## src/rtl/lcdpw_pkg.sv

```systemverilog
// Shared types, constants and the byte generator for the LCD pixel window writer.
// No dependencies.
package lcdpw_pkg;

   localparam int PANEL_LONG    = 220;
   localparam int PANEL_SHORT   = 128;
   localparam int WINDOW_OFFSET = 24;

   localparam int COORD_W    = 16;
   localparam int COLOR_W    = 16;
   localparam int BYTE_COUNT = 19;
   localparam int POS_W      = $clog2(BYTE_COUNT);
   localparam int FIFO_DEPTH = 2;

   // Command and data codes on the link
   localparam logic [7:0] CMD_ENTRY_MODE = 8'h03;
   localparam logic [7:0] ENTRY_MODE_HI  = 8'h12;
   localparam logic [7:0] MODE_ORIENT0   = 8'h08;
   localparam logic [7:0] MODE_ORIENT1   = 8'h38;
   localparam logic [7:0] MODE_ORIENT2   = 8'h20;
   localparam logic [7:0] MODE_ORIENT3   = 8'h10;
   localparam logic [7:0] CMD_HWIN_END   = 8'h37;
   localparam logic [7:0] CMD_HWIN_START = 8'h36;
   localparam logic [7:0] CMD_VWIN_END   = 8'h39;
   localparam logic [7:0] CMD_VWIN_START = 8'h38;
   localparam logic [7:0] CMD_MEM_WRITE  = 8'h22;

   typedef struct packed {
      logic [1:0]         orient;
      logic [COORD_W-1:0] win_a;  // value for the first two window commands
      logic [COORD_W-1:0] win_b;  // value for the last two
      logic [COLOR_W-1:0] color;
   } pixel_rec_type;

   typedef struct packed {
      logic [7:0] link_byte;
      logic       is_data;
      logic       frame_end;
      logic       last_byte;
   } link_out_type;

   function automatic logic [7:0] mode_byte(input logic [1:0] o);
      logic [7:0] m;
      case (o)
         2'd0:    m = MODE_ORIENT0;
         2'd1:    m = MODE_ORIENT1;
         2'd2:    m = MODE_ORIENT2;
         default: m = MODE_ORIENT3;
      endcase
      return m;
   endfunction

   // 5-bit channel to the 8-bit link form of its 6-bit widening
   function automatic logic [7:0] widen5(input logic [4:0] c);
      return {c, c[4], 2'b00};
   endfunction

   // Byte at position pos of the sequence for one pixel
   function automatic link_out_type gen_byte(input logic [POS_W-1:0] pos,
                                             input pixel_rec_type rec);
      link_out_type r;
      logic         swap;
      swap        = rec.orient[1];
      r.is_data   = 1'b1;
      r.frame_end = 1'b1;
      r.last_byte = 1'b0;
      r.link_byte = 8'h00;
      case (pos)
         5'd0: begin
            r.link_byte = CMD_ENTRY_MODE;
            r.is_data   = 1'b0;
         end
         5'd1:  r.link_byte = ENTRY_MODE_HI;
         5'd2:  r.link_byte = mode_byte(rec.orient);
         5'd3: begin
            r.link_byte = swap ? CMD_VWIN_END : CMD_HWIN_END;
            r.is_data   = 1'b0;
         end
         5'd4, 5'd7:   r.link_byte = rec.win_a[15:8];
         5'd5, 5'd8:   r.link_byte = rec.win_a[7:0];
         5'd6: begin
            r.link_byte = swap ? CMD_VWIN_START : CMD_HWIN_START;
            r.is_data   = 1'b0;
         end
         5'd9: begin
            r.link_byte = swap ? CMD_HWIN_END : CMD_VWIN_END;
            r.is_data   = 1'b0;
         end
         5'd10, 5'd13: r.link_byte = rec.win_b[15:8];
         5'd11, 5'd14: r.link_byte = rec.win_b[7:0];
         5'd12: begin
            r.link_byte = swap ? CMD_HWIN_START : CMD_VWIN_START;
            r.is_data   = 1'b0;
         end
         5'd15: begin
            r.link_byte = CMD_MEM_WRITE;
            r.is_data   = 1'b0;
         end
         5'd16: begin
            r.link_byte = widen5(rec.color[15:11]);
            r.frame_end = 1'b0;
         end
         5'd17: begin
            r.link_byte = {rec.color[10:5], 2'b00};
            r.frame_end = 1'b0;
         end
         5'd18: begin
            r.link_byte = widen5(rec.color[4:0]);
            r.last_byte = 1'b1;
         end
         default: r.link_byte = 8'h00;
      endcase
      return r;
   endfunction

endpackage

```

## src/rtl/lcd_pixel_window_writer.sv

```systemverilog
// LCD pixel window writer: one pixel request in, 19 serial-link bytes out.
// The request is written into the queue, then its first byte into the output register
// that drives rsp. The back-end byte sequencer sends one byte per cycle while rsp_tready
// allows; an off-panel request is taken, when the queue has room, with no output.
// Reset (synchronous, active high) clears orientation to 0, empties the queue
// and drops any byte in the output register.
module lcd_pixel_window_writer
   import lcdpw_pkg::*;
(
   input  logic        clock,
   input  logic        reset,
   // request channel
   input  logic        req_tvalid,
   output logic        req_tready,
   input  logic [47:0] req_tdata,  // pixel_x [15:0], pixel_y [31:16], pixel_color [47:32]
   // link byte channel
   output logic        rsp_tvalid,
   input  logic        rsp_tready,
   output logic [7:0]  rsp_tdata,  // link_byte [7:0]
   output logic [1:0]  rsp_tuser,  // is_data [0], frame_end [1]
   output logic        rsp_tlast,  // last_byte of the pixel
   // orientation register
   input  logic        csr_wen,
   input  logic [1:0]  csr_wdata
);

   // front -> queue
   logic          push_valid, push_ready;
   pixel_rec_type push_rec;
   // queue -> back
   logic          head_valid, pop;
   pixel_rec_type head_rec;

   // Front: bounds check, window values, orientation captured per request
   lcdpw_front u_front (
      .clock      (clock),
      .reset      (reset),
      .req_tvalid (req_tvalid),
      .req_tready (req_tready),
      .req_tdata  (req_tdata),
      .csr_wen    (csr_wen),
      .csr_wdata  (csr_wdata),
      .push_valid (push_valid),
      .push_rec   (push_rec),
      .push_ready (push_ready)
   );

   // Two entries: the front may take the next request while the back is
   // still sending the current one
   lcdpw_fifo u_fifo (
      .clock      (clock),
      .reset      (reset),
      .push_valid (push_valid),
      .push_rec   (push_rec),
      .push_ready (push_ready),
      .head_valid (head_valid),
      .head_rec   (head_rec),
      .pop        (pop)
   );

   // Back: byte sequencer, pops the head as its last byte is registered
   lcdpw_back u_back (
      .clock      (clock),
      .reset      (reset),
      .head_valid (head_valid),
      .head_rec   (head_rec),
      .pop        (pop),
      .rsp_tvalid (rsp_tvalid),
      .rsp_tready (rsp_tready),
      .rsp_tdata  (rsp_tdata),
      .rsp_tuser  (rsp_tuser),
      .rsp_tlast  (rsp_tlast)
   );

endmodule

```

## src/rtl/lcdpw_front.sv

```systemverilog
// Front end: orientation register, panel bounds check and window value setup.
// Depends on lcdpw_pkg.
module lcdpw_front
   import lcdpw_pkg::*;
(
   input  logic          clock,
   input  logic          reset,
   input  logic          req_tvalid,
   output logic          req_tready,
   input  logic [47:0]   req_tdata,
   input  logic          csr_wen,
   input  logic [1:0]    csr_wdata,
   output logic          push_valid,
   output pixel_rec_type push_rec,
   input  logic          push_ready
);

   logic [1:0]         orient_ff, orient_in;
   logic [COORD_W-1:0] x, y, w, h;
   logic               in_panel;

   assign orient_in = csr_wen ? csr_wdata : orient_ff;

   always_ff @(posedge clock) begin
      if (reset) begin
         orient_ff <= 2'd0;
      end else begin
         orient_ff <= orient_in;
      end
   end

   assign x = req_tdata[15:0];
   assign y = req_tdata[31:16];
   assign w = orient_ff[0] ? COORD_W'(PANEL_SHORT) : COORD_W'(PANEL_LONG);
   assign h = orient_ff[0] ? COORD_W'(PANEL_LONG)  : COORD_W'(PANEL_SHORT);

   // sign bit set means negative, so off panel
   assign in_panel = !x[COORD_W-1] && !y[COORD_W-1] && (x < w) && (y < h);

   always_comb begin
      push_rec.orient = orient_ff;
      push_rec.color  = req_tdata[47:32];
      if (orient_ff[1]) begin
         push_rec.win_a = x;
         push_rec.win_b = y + COORD_W'(WINDOW_OFFSET);
      end else begin
         push_rec.win_a = x + COORD_W'(WINDOW_OFFSET);
         push_rec.win_b = y;
      end
   end

   // off-panel requests are taken and dropped here
   assign req_tready = push_ready;
   assign push_valid = req_tvalid && in_panel;

endmodule

```

## src/rtl/lcdpw_fifo.sv

```systemverilog
// Two-entry pixel queue between front and back ends.
// Depends on lcdpw_pkg.
module lcdpw_fifo
   import lcdpw_pkg::*;
(
   input  logic          clock,
   input  logic          reset,
   input  logic          push_valid,
   input  pixel_rec_type push_rec,
   output logic          push_ready,
   output logic          head_valid,
   output pixel_rec_type head_rec,
   input  logic          pop
);

   localparam int PTR_W = $clog2(FIFO_DEPTH);
   localparam int CNT_W = $clog2(FIFO_DEPTH + 1);

   pixel_rec_type      store_ff [FIFO_DEPTH];
   logic [PTR_W-1:0]   wr_ptr_ff, wr_ptr_in;
   logic [PTR_W-1:0]   rd_ptr_ff, rd_ptr_in;
   logic [CNT_W-1:0]   count_ff, count_in;
   logic               do_push, do_pop;

   assign push_ready = (count_ff != CNT_W'(FIFO_DEPTH));
   assign head_valid = (count_ff != '0);
   assign head_rec   = store_ff[rd_ptr_ff];

   assign do_push = push_valid && push_ready;
   assign do_pop  = pop && head_valid;

   always_comb begin
      wr_ptr_in = wr_ptr_ff;
      rd_ptr_in = rd_ptr_ff;
      count_in  = count_ff;
      if (do_push) begin
         wr_ptr_in = (wr_ptr_ff == PTR_W'(FIFO_DEPTH - 1)) ? '0 : wr_ptr_ff + 1'b1;
      end
      if (do_pop) begin
         rd_ptr_in = (rd_ptr_ff == PTR_W'(FIFO_DEPTH - 1)) ? '0 : rd_ptr_ff + 1'b1;
      end
      if (do_push && !do_pop) begin
         count_in = count_ff + 1'b1;
      end else if (do_pop && !do_push) begin
         count_in = count_ff - 1'b1;
      end
   end

   always_ff @(posedge clock) begin
      if (reset) begin
         wr_ptr_ff <= '0;
         rd_ptr_ff <= '0;
         count_ff  <= '0;
      end else begin
         wr_ptr_ff <= wr_ptr_in;
         rd_ptr_ff <= rd_ptr_in;
         count_ff  <= count_in;
      end
   end

   always_ff @(posedge clock) begin
      if (do_push) begin
         store_ff[wr_ptr_ff] <= push_rec;
      end
   end

endmodule

```

## src/rtl/lcdpw_back.sv

```systemverilog
// Back end: steps through the 19 link bytes of the head pixel into the output register.
// Depends on lcdpw_pkg.
module lcdpw_back
   import lcdpw_pkg::*;
(
   input  logic          clock,
   input  logic          reset,
   input  logic          head_valid,
   input  pixel_rec_type head_rec,
   output logic          pop,
   output logic          rsp_tvalid,
   input  logic          rsp_tready,
   output logic [7:0]    rsp_tdata,
   output logic [1:0]    rsp_tuser,
   output logic          rsp_tlast
);

   logic [POS_W-1:0] pos_ff, pos_in;
   logic             valid_ff, valid_in;
   link_out_type     out_ff, out_in;
   logic             advance, emit, at_end;

   assign advance = !valid_ff || rsp_tready;
   assign emit    = advance && head_valid;
   assign at_end  = (pos_ff == POS_W'(BYTE_COUNT - 1));
   assign pop     = emit && at_end;

   always_comb begin
      pos_in   = pos_ff;
      valid_in = valid_ff;
      out_in   = out_ff;
      if (advance) begin
         valid_in = head_valid;
         if (head_valid) begin
            out_in = gen_byte(pos_ff, head_rec);
            pos_in = at_end ? '0 : pos_ff + 1'b1;
         end
      end
   end

   always_ff @(posedge clock) begin
      if (reset) begin
         pos_ff   <= '0;
         valid_ff <= 1'b0;
      end else begin
         pos_ff   <= pos_in;
         valid_ff <= valid_in;
      end
   end

   always_ff @(posedge clock) begin
      out_ff <= out_in;
   end

   assign rsp_tvalid = valid_ff;
   assign rsp_tdata  = out_ff.link_byte;
   assign rsp_tuser  = {out_ff.frame_end, out_ff.is_data};
   assign rsp_tlast  = out_ff.last_byte;

endmodule

```

## config.mk

```make
export PLATFORM = sky130hd
export DESIGN_NAME = lcd_pixel_window_writer
export DESIGN_NICKNAME = d
export VERILOG_FILES = /design/src/rtl/lcdpw_pkg.sv /design/src/rtl/lcd_pixel_window_writer.sv /design/src/rtl/lcdpw_front.sv /design/src/rtl/lcdpw_fifo.sv /design/src/rtl/lcdpw_back.sv
export SDC_FILE = /design/constraint.sdc
export NUM_CORES = 1
export LEC_CHECK = 0
export BUFFER_PORTS_ARGS = -buffer_cell sky130_fd_sc_hd__buf_4
export CAP_MARGIN = 20
export CORE_UTILIZATION = 28
export CTS_CLUSTER_DIAMETER = 200
export DETAILED_ROUTE_END_ITERATION = 8
export GPL_ROUTABILITY_DRIVEN = 0
export PLACE_DENSITY = 0.49
export SLEW_MARGIN = 20
export SYNTH_ARGS = -nofsm -noshare
export SYNTH_HDL_FRONTEND = slang
export SYNTH_SLANG_ARGS = --single-unit
```

## constraint.sdc

```tcl
create_clock -name clock -period 5.5 [get_ports clock]
set_input_delay 1.375 -clock clock [delete_from_list [all_inputs] [get_ports clock]]
set_output_delay 1.375 -clock clock [all_outputs]
set_load 0.01 [all_outputs]
```

==> flow_summary.ini, run 1 <==
[run_status]
outcome = complete, no violations

[floorplan]
io_pins = 68
die_w_um = 143
die_y_um = 143
core-area_um2 = 19500
initial_utilization_pct = 28.7
rows = 51
dieArea_um2 = 20600

[power]
switching_power_mw = 0.432
p_int_mw = 1.77
clkPwrFrac_pct = 49.3
seq_power_share_pct = 46.8
peakVddDrop_uv = 210
switching_share_pct = 19.6
leakagePower_nw = 2.35
comb_power_share_pct = 3.9
power.density_nw_per_um2 = 316

[global_routing]
grt_max_degree = 43
grt_pass1_vias = 3387
overflow = 0
grtUsageMet3_pct = 3.60
grt_util_all_layers_pct = 13.3
antenna_found_initial = 0
grt_use_met1_pct = 17.5
grt_pass1_wl_um = 19400
busiest_layer = met2
met2_usage_pct = 21.0

[timing]
final_hold_viol_count = 0
setup_viol = 0
clock_skew_ns = 0.00657
tns_ns = 0
rsz0062_at_grt = false
tightest_slew_ns = 1.08
drv_slew = 0
post-route-period-util_pct = 66.3
finalCriticalPeriod_ns = 3.65
relSlewSlack_pct = 28.2
fmax_ghz = 0.274

[clock_network]
h-tree-depth = 4
worstSkewPairLatency_ns = 0.41
clk_path_buf_depth = 2
cts_tree = yes
cts_root_buf = clkbuf_16
cts_setup_buffers = 0
clkSlewWorstSetupHoldPaths_ns = 0.05
postCtsHoldBufs = 0
post_cts_resize_count = 0
numCtsBuffers = 17
clkSinkCount = 124

[layout]
finalNonFillerCells = 763
n_antenna_cell = 0
fillers = 1925
nets = 555
multi_input_area_um2 = 1900
synthToLayoutAreaGrowth_pct = 24.7
drive_above_1_share_pct = 21.7
final_util_pct = 35.8
seq_area_um2 = 3590

[logic_synthesis]
yosys_warnings = 0
synth_common_cells = edfxtp_1, mux2i_1, nor2_1
synth_cell_types = 44
syn-cell-area_um2 = 5600
syn_inst = 408
synth_top_area_share_pct = 59.5
synth_flop_cell = edfxtp_1
synth_edf_count = 111
synth_seq_cells = 124
yosys.area.top_type = edfxtp_1
synthTopCellsByArea = edfxtp_1, mux2i_1, dfxtp_1
postSynthAreaPerCell_um2 = 13.7
yosysSeqAreaShare_pct = 64.2
synthesis.nets = 477
synth_most_common_cell = edfxtp_1
asyncSetResetFlopFracSynth_pct = 0

[setup_path]
crit_family = buffers and inverters
crit_buf_inv = 3
cp.required_ns = 5.57
slowest_delay_ns = 0.51
cp_max_fo = 29
critPathCaptureType = flop
worstPathCellList = buf_4 > ha_1 > o211ai_1 > nand4_1 > or3_1 > or3_1 > inv_2 > buf_4
critPathArrivalTime_ns = 3.72
slowest_stage = inv_2
crit_path_start_kind = input pin
critPathKind = in -> reg

[hold_path]
hp-class = reg -> reg

[route]
via_per_inst = 4.51
num_vias = 3438
route.detailed.wl_per_inst_um = 17.1
drc = 0
drtIter0Drc = 171
drt-total-wl_um = 13100
ant_nets = 0
dr.pass1.iters = 5

[job]
drv_cap = 0

[place]
dp.cells = 732
dp_hpwl_um = 9530
port_buffers = 67
cell type report:
type	instances	share of cell area, %
Clock inverter	13	2.17
Inverter	15	0.806
Tap cell	265	4.75
Multi-Input combinational cell	258	27.2
Timing Repair Buffer	70	7.52
Sequential cell	124	51.5
Clock buffer	18	6.14
cells in the final DEF (no fill, tap or decap), types with 8 or more instances in the layout:
cell type,count
a21oi_1,9
clkbuf_16,17
nand3_1,9
nand2_1,22
o211ai_1,8
buf_4,70
ha_1,14
edfxtp_1,111
mux2i_1,52
o22ai_1,18
dfxtp_1,12
nor2_1,29
xor2_1,11
inv_1,14
xnor2_1,19
kinds of logic (layout without fill, tap and decap cells):
group                    after synthesis  in the layout  synth area share (%)
AO/OA/AOI/OAI                         53             53                  6.05
XOR/XNOR                              30             30                  4.69
adder cells (fa/ha/maj)               14             14                  3.13
buffers and inverters                 26            116                  2.10
flip-flops                           124            124                  64.2
multiplexers                          56             56                  10.1
AND/OR/NAND/NOR                      105            105                  9.76
per-layer routing:
layer / wire [um] / share of wire, %
met2: 6050 / 46
met1: 6410 / 49
met3: 505 / 3.9
met5: 0 / 0
met4: 111 / 0.85
final timing paths:
| check | start | endpoint | slack (ns) | cells after the start |
|---|---|---|---|---|
| setup / recovery | req_tdata[6] | u_fifo.store_ff[0][4]$_DFFE_PP_ | 1.85 | 8 |
| hold / removal | u_back.rsp_tvalid$_SDFFE_PP0N_ | u_back.rsp_tvalid$_SDFFE_PP0N_ | 0.50 | 2 |
| setup reg to reg | u_front.orient_ff[0]$_SDFFE_PP0P_ | u_fifo.store_ff[0][4]$_DFFE_PP_ | 2.24 | 8 |
| hold reg to reg | u_back.rsp_tvalid$_SDFFE_PP0N_ | u_back.rsp_tvalid$_SDFFE_PP0N_ | 0.50 | 2 |
power by group through the flow:
stage / registers (mW) / clock network (mW) / logic (mW)
floorplan: 1.05 / 0 / 0.0317
global placement: 1.05 / 0 / 0.0844
detailed placement: 1.05 / 0 / 0.0860
CTS: 1.03 / 1.11 / 0.0863
global route: 1.03 / 1.14 / 0.0936
finish: 1.03 / 1.09 / 0.0860
tightest hold or removal path, cell delays in order (launching register included):
cell and delay (ns):
dfxtp_1 0.31, nand2b_1 0.08, a21oi_1 0.06
metrics by stage:
stage / cell area, um^2 / setup WS, ns / power (mW) / hold slack, ns
finish: 6990 / 1.85 / 2.20 / 0.499
detailed placement: 6400 / 1.38 / 1.14 / 0.498
CTS: 6990 / 1.81 / 2.23 / 0.508
global placement: 6400 / 1.44 / 1.13 / 0.482
global route: 6990 / 1.70 / 2.27 / 0.515
floorplan: 5600 / 0.526 / 1.08 / 0.446
sequential cells by signal, indices dropped and copies added (netlist names), named ones only:
| register | count |
|---|---|
| u_back.rsp_tdata | 8 |
| u_back.rsp_tlast | 1 |
| u_back.pos_ff | 5 |
| u_front.orient_ff | 2 |
| u_fifo.wr_ptr_ff | 1 |
| u_back.rsp_tvalid | 1 |
| u_fifo.store_ff | 100 |
| u_fifo.count_ff | 2 |
| u_back.rsp_tuser | 2 |
| u_fifo.rd_ptr_ff | 1 |
Power figures use the tool's default switching activity.
==> run 2: changes to the inputs <==
Settings changed: PLACE_DENSITY 0.49 to 0.51.
Clock period 5.5 ns to 3.2 ns, I/O delays scaled along.
==> flow_summary.ini, run 2 (synthesis results as in run 1) <==
[setup_path]
timing.rr.end = u_fifo.count_ff[1]$_SDFFE_PP0P_
worstPathCellList = buf_4 > ha_1 > o211ai_1 > nand4_1 > or3_1 > or2_1 > inv_1 > ha_1 > or3_1 > a21oi_1
rr_startpoint = u_front.orient_ff[0]$_SDFFE_PP0P_
setup.reg_to_reg.worst_slack_ns = 0.70
crit_end = u_fifo.count_ff[1]$_SDFFE_PP0P_
cp.required_ns = 3.55
slowest_delay_ns = 0.37
critPathKind = in -> reg
critPathArrivalTime_ns = 2.92
cp_max_fo = 5
critPathCaptureType = flop
setup.worst_path.start = req_tdata[6]
crit_path_start_kind = input pin
worst_r2r_path_depth = 10
slowest_stage = or3_1

[clock_network]
clkSinkCount = 124
postCtsHoldBufs = 0
cts_root_buf = clkbuf_16
post_cts_resize_count = 0
clkSlewWorstSetupHoldPaths_ns = 0.05
cts_tree = yes
worstSkewPairLatency_ns = 0.42
numCtsBuffers = 17
h-tree-depth = 4
clk_path_buf_depth = 2
cts_setup_buffers = 0

[layout]
layout_common_cells = edfxtp_1, buf_4, mux2i_1
fillers = 1945
final_util_pct = 36.2
design_area_um2 = 7070
multi_input_area_um2 = 1900
drive_above_1_share_pct = 22.4
largest_reg_flops = 100
regMostFlops = u_fifo.store_ff
synthToLayoutAreaGrowth_pct = 26.3
seq_area_um2 = 3590
nets = 561
final_common_cell = edfxtp_1
n_antenna_cell = 0
finalNonFillerCells = 770

[global_routing]
grt_max_degree = 53
grt_util_all_layers_pct = 13.6
grt_pass1_vias = 3570
overflow = 0
antenna_found_initial = 0
grt_pass1_wl_um = 20000

[timing]
setup_viol = 0
tightest_slew_ns = 0.567
relSlewSlack_pct = 61.2
fmax_ghz = 0.389
rsz0062_at_grt = false
post-route-period-util_pct = 80.4
hold-worst-slack_ns = 0.486
drv_slew = 0
finalCriticalPeriod_ns = 2.57
final_hold_viol_count = 0
clock_skew_ns = 0.00542
tns_ns = 0

[route]
num_vias = 3512
ant_nets = 0
drc = 0
drtIter0Drc = 206
drt-total-wl_um = 12800
dr.pass1.iters = 4
via_per_inst = 4.56
route.detailed.wl_per_inst_um = 16.6

[floorplan]
rows = 51
initial_utilization_pct = 28.7
io_pins = 68
die_y_um = 143
die_w_um = 143
core-area_um2 = 19500
dieArea_um2 = 20600

[job]
drv_cap = 0

[power]
leakagePower_nw = 2.38
power.density_nw_per_um2 = 536
peakVddDrop_uv = 406

[place]
dp_hpwl_um = 9330
port_buffers = 67
place_area_um2 = 6490
dp.cells = 738

[hold_path]
hp-class = reg -> reg

[run_status]
outcome = complete, no violations
==> run 2: changes by cell type in the layout (fill, tap and decap cells not counted), sizes merged <==
cell / previous run / this run
clkbuf: 18 / 20
buf: 70 / 76
clkinvlp: 3 / 4
clkinv: 7 / 5
==> run 2: how the worst min path moves through the flow <==
stage / slack (ns) / to / startpoint / cells after the start
floorplan: 0.45 / u_fifo.store_ff[0][49]$_DFFE_PP_ / u_front.orient_ff[1]$_SDFFE_PP0P_ / 0
global placement: 0.48 / u_fifo.wr_ptr_ff$_SDFFE_PP0P_ / u_fifo.wr_ptr_ff$_SDFFE_PP0P_ / 2
detailed placement: 0.48 / u_fifo.wr_ptr_ff$_SDFFE_PP0P_ / u_fifo.wr_ptr_ff$_SDFFE_PP0P_ / 2
CTS: 0.49 / u_fifo.wr_ptr_ff$_SDFFE_PP0P_ / u_fifo.wr_ptr_ff$_SDFFE_PP0P_ / 2
global route: 0.53 / u_fifo.wr_ptr_ff$_SDFFE_PP0P_ / u_fifo.wr_ptr_ff$_SDFFE_PP0P_ / 2
finish: 0.49 / u_fifo.wr_ptr_ff$_SDFFE_PP0P_ / u_fifo.wr_ptr_ff$_SDFFE_PP0P_ / 2
==> run 2: where the power goes <==
group / internal [mW] / total (mW) / switching, mW
registers: 1.77 / 1.77 / 0.00409
clock network: 1.21 / 1.87 / 0.659
logic: 0.0728 / 0.150 / 0.0772
==> run 2: layout make-up <==
type / count / share of cell area (%)
clock buffers: 20 / 6.17
clock inverters: 12 / 2.07
inverters: 15 / 0.849
multi-input cells: 258 / 26.8
flip-flops and latches: 124 / 50.8
well taps: 265 / 4.69
repair buffers: 76 / 8.60
==> run 2: layer usage <==
layer | global-route usage (%) | vias up | wire, um
li1 | - | 1725 | -
met1 | 18.5 | 1662 | 6100
met2 | 19.9 | 103 | 5730
met3 | 3.43 | 22 | 671
met4 | 6.61 | 0 | 265
met5 | 0 | - | 0
==> run 2: critical path, delay by kind of cell <==
| family | cells | cell delay, ns |
|---|---|---|
| AO/OA/AOI/OAI | 2 | 0.25 |
| AND/OR/NAND/NOR | 4 | 1.12 |
| buffers and inverters | 2 | 0.20 |
| adder cells (fa/ha/maj) | 2 | 0.56 |
==> run 2: stage by stage <==
stage	setup WS, ns	power [mW]
4_1_cts	0.643	3.85
5_1_grt	0.477	3.93
3_3_place_gp	0.234	1.95
3_5_place_dp	0.200	1.95
6_report	0.627	3.80
2_1_floorplan	0.176	1.86
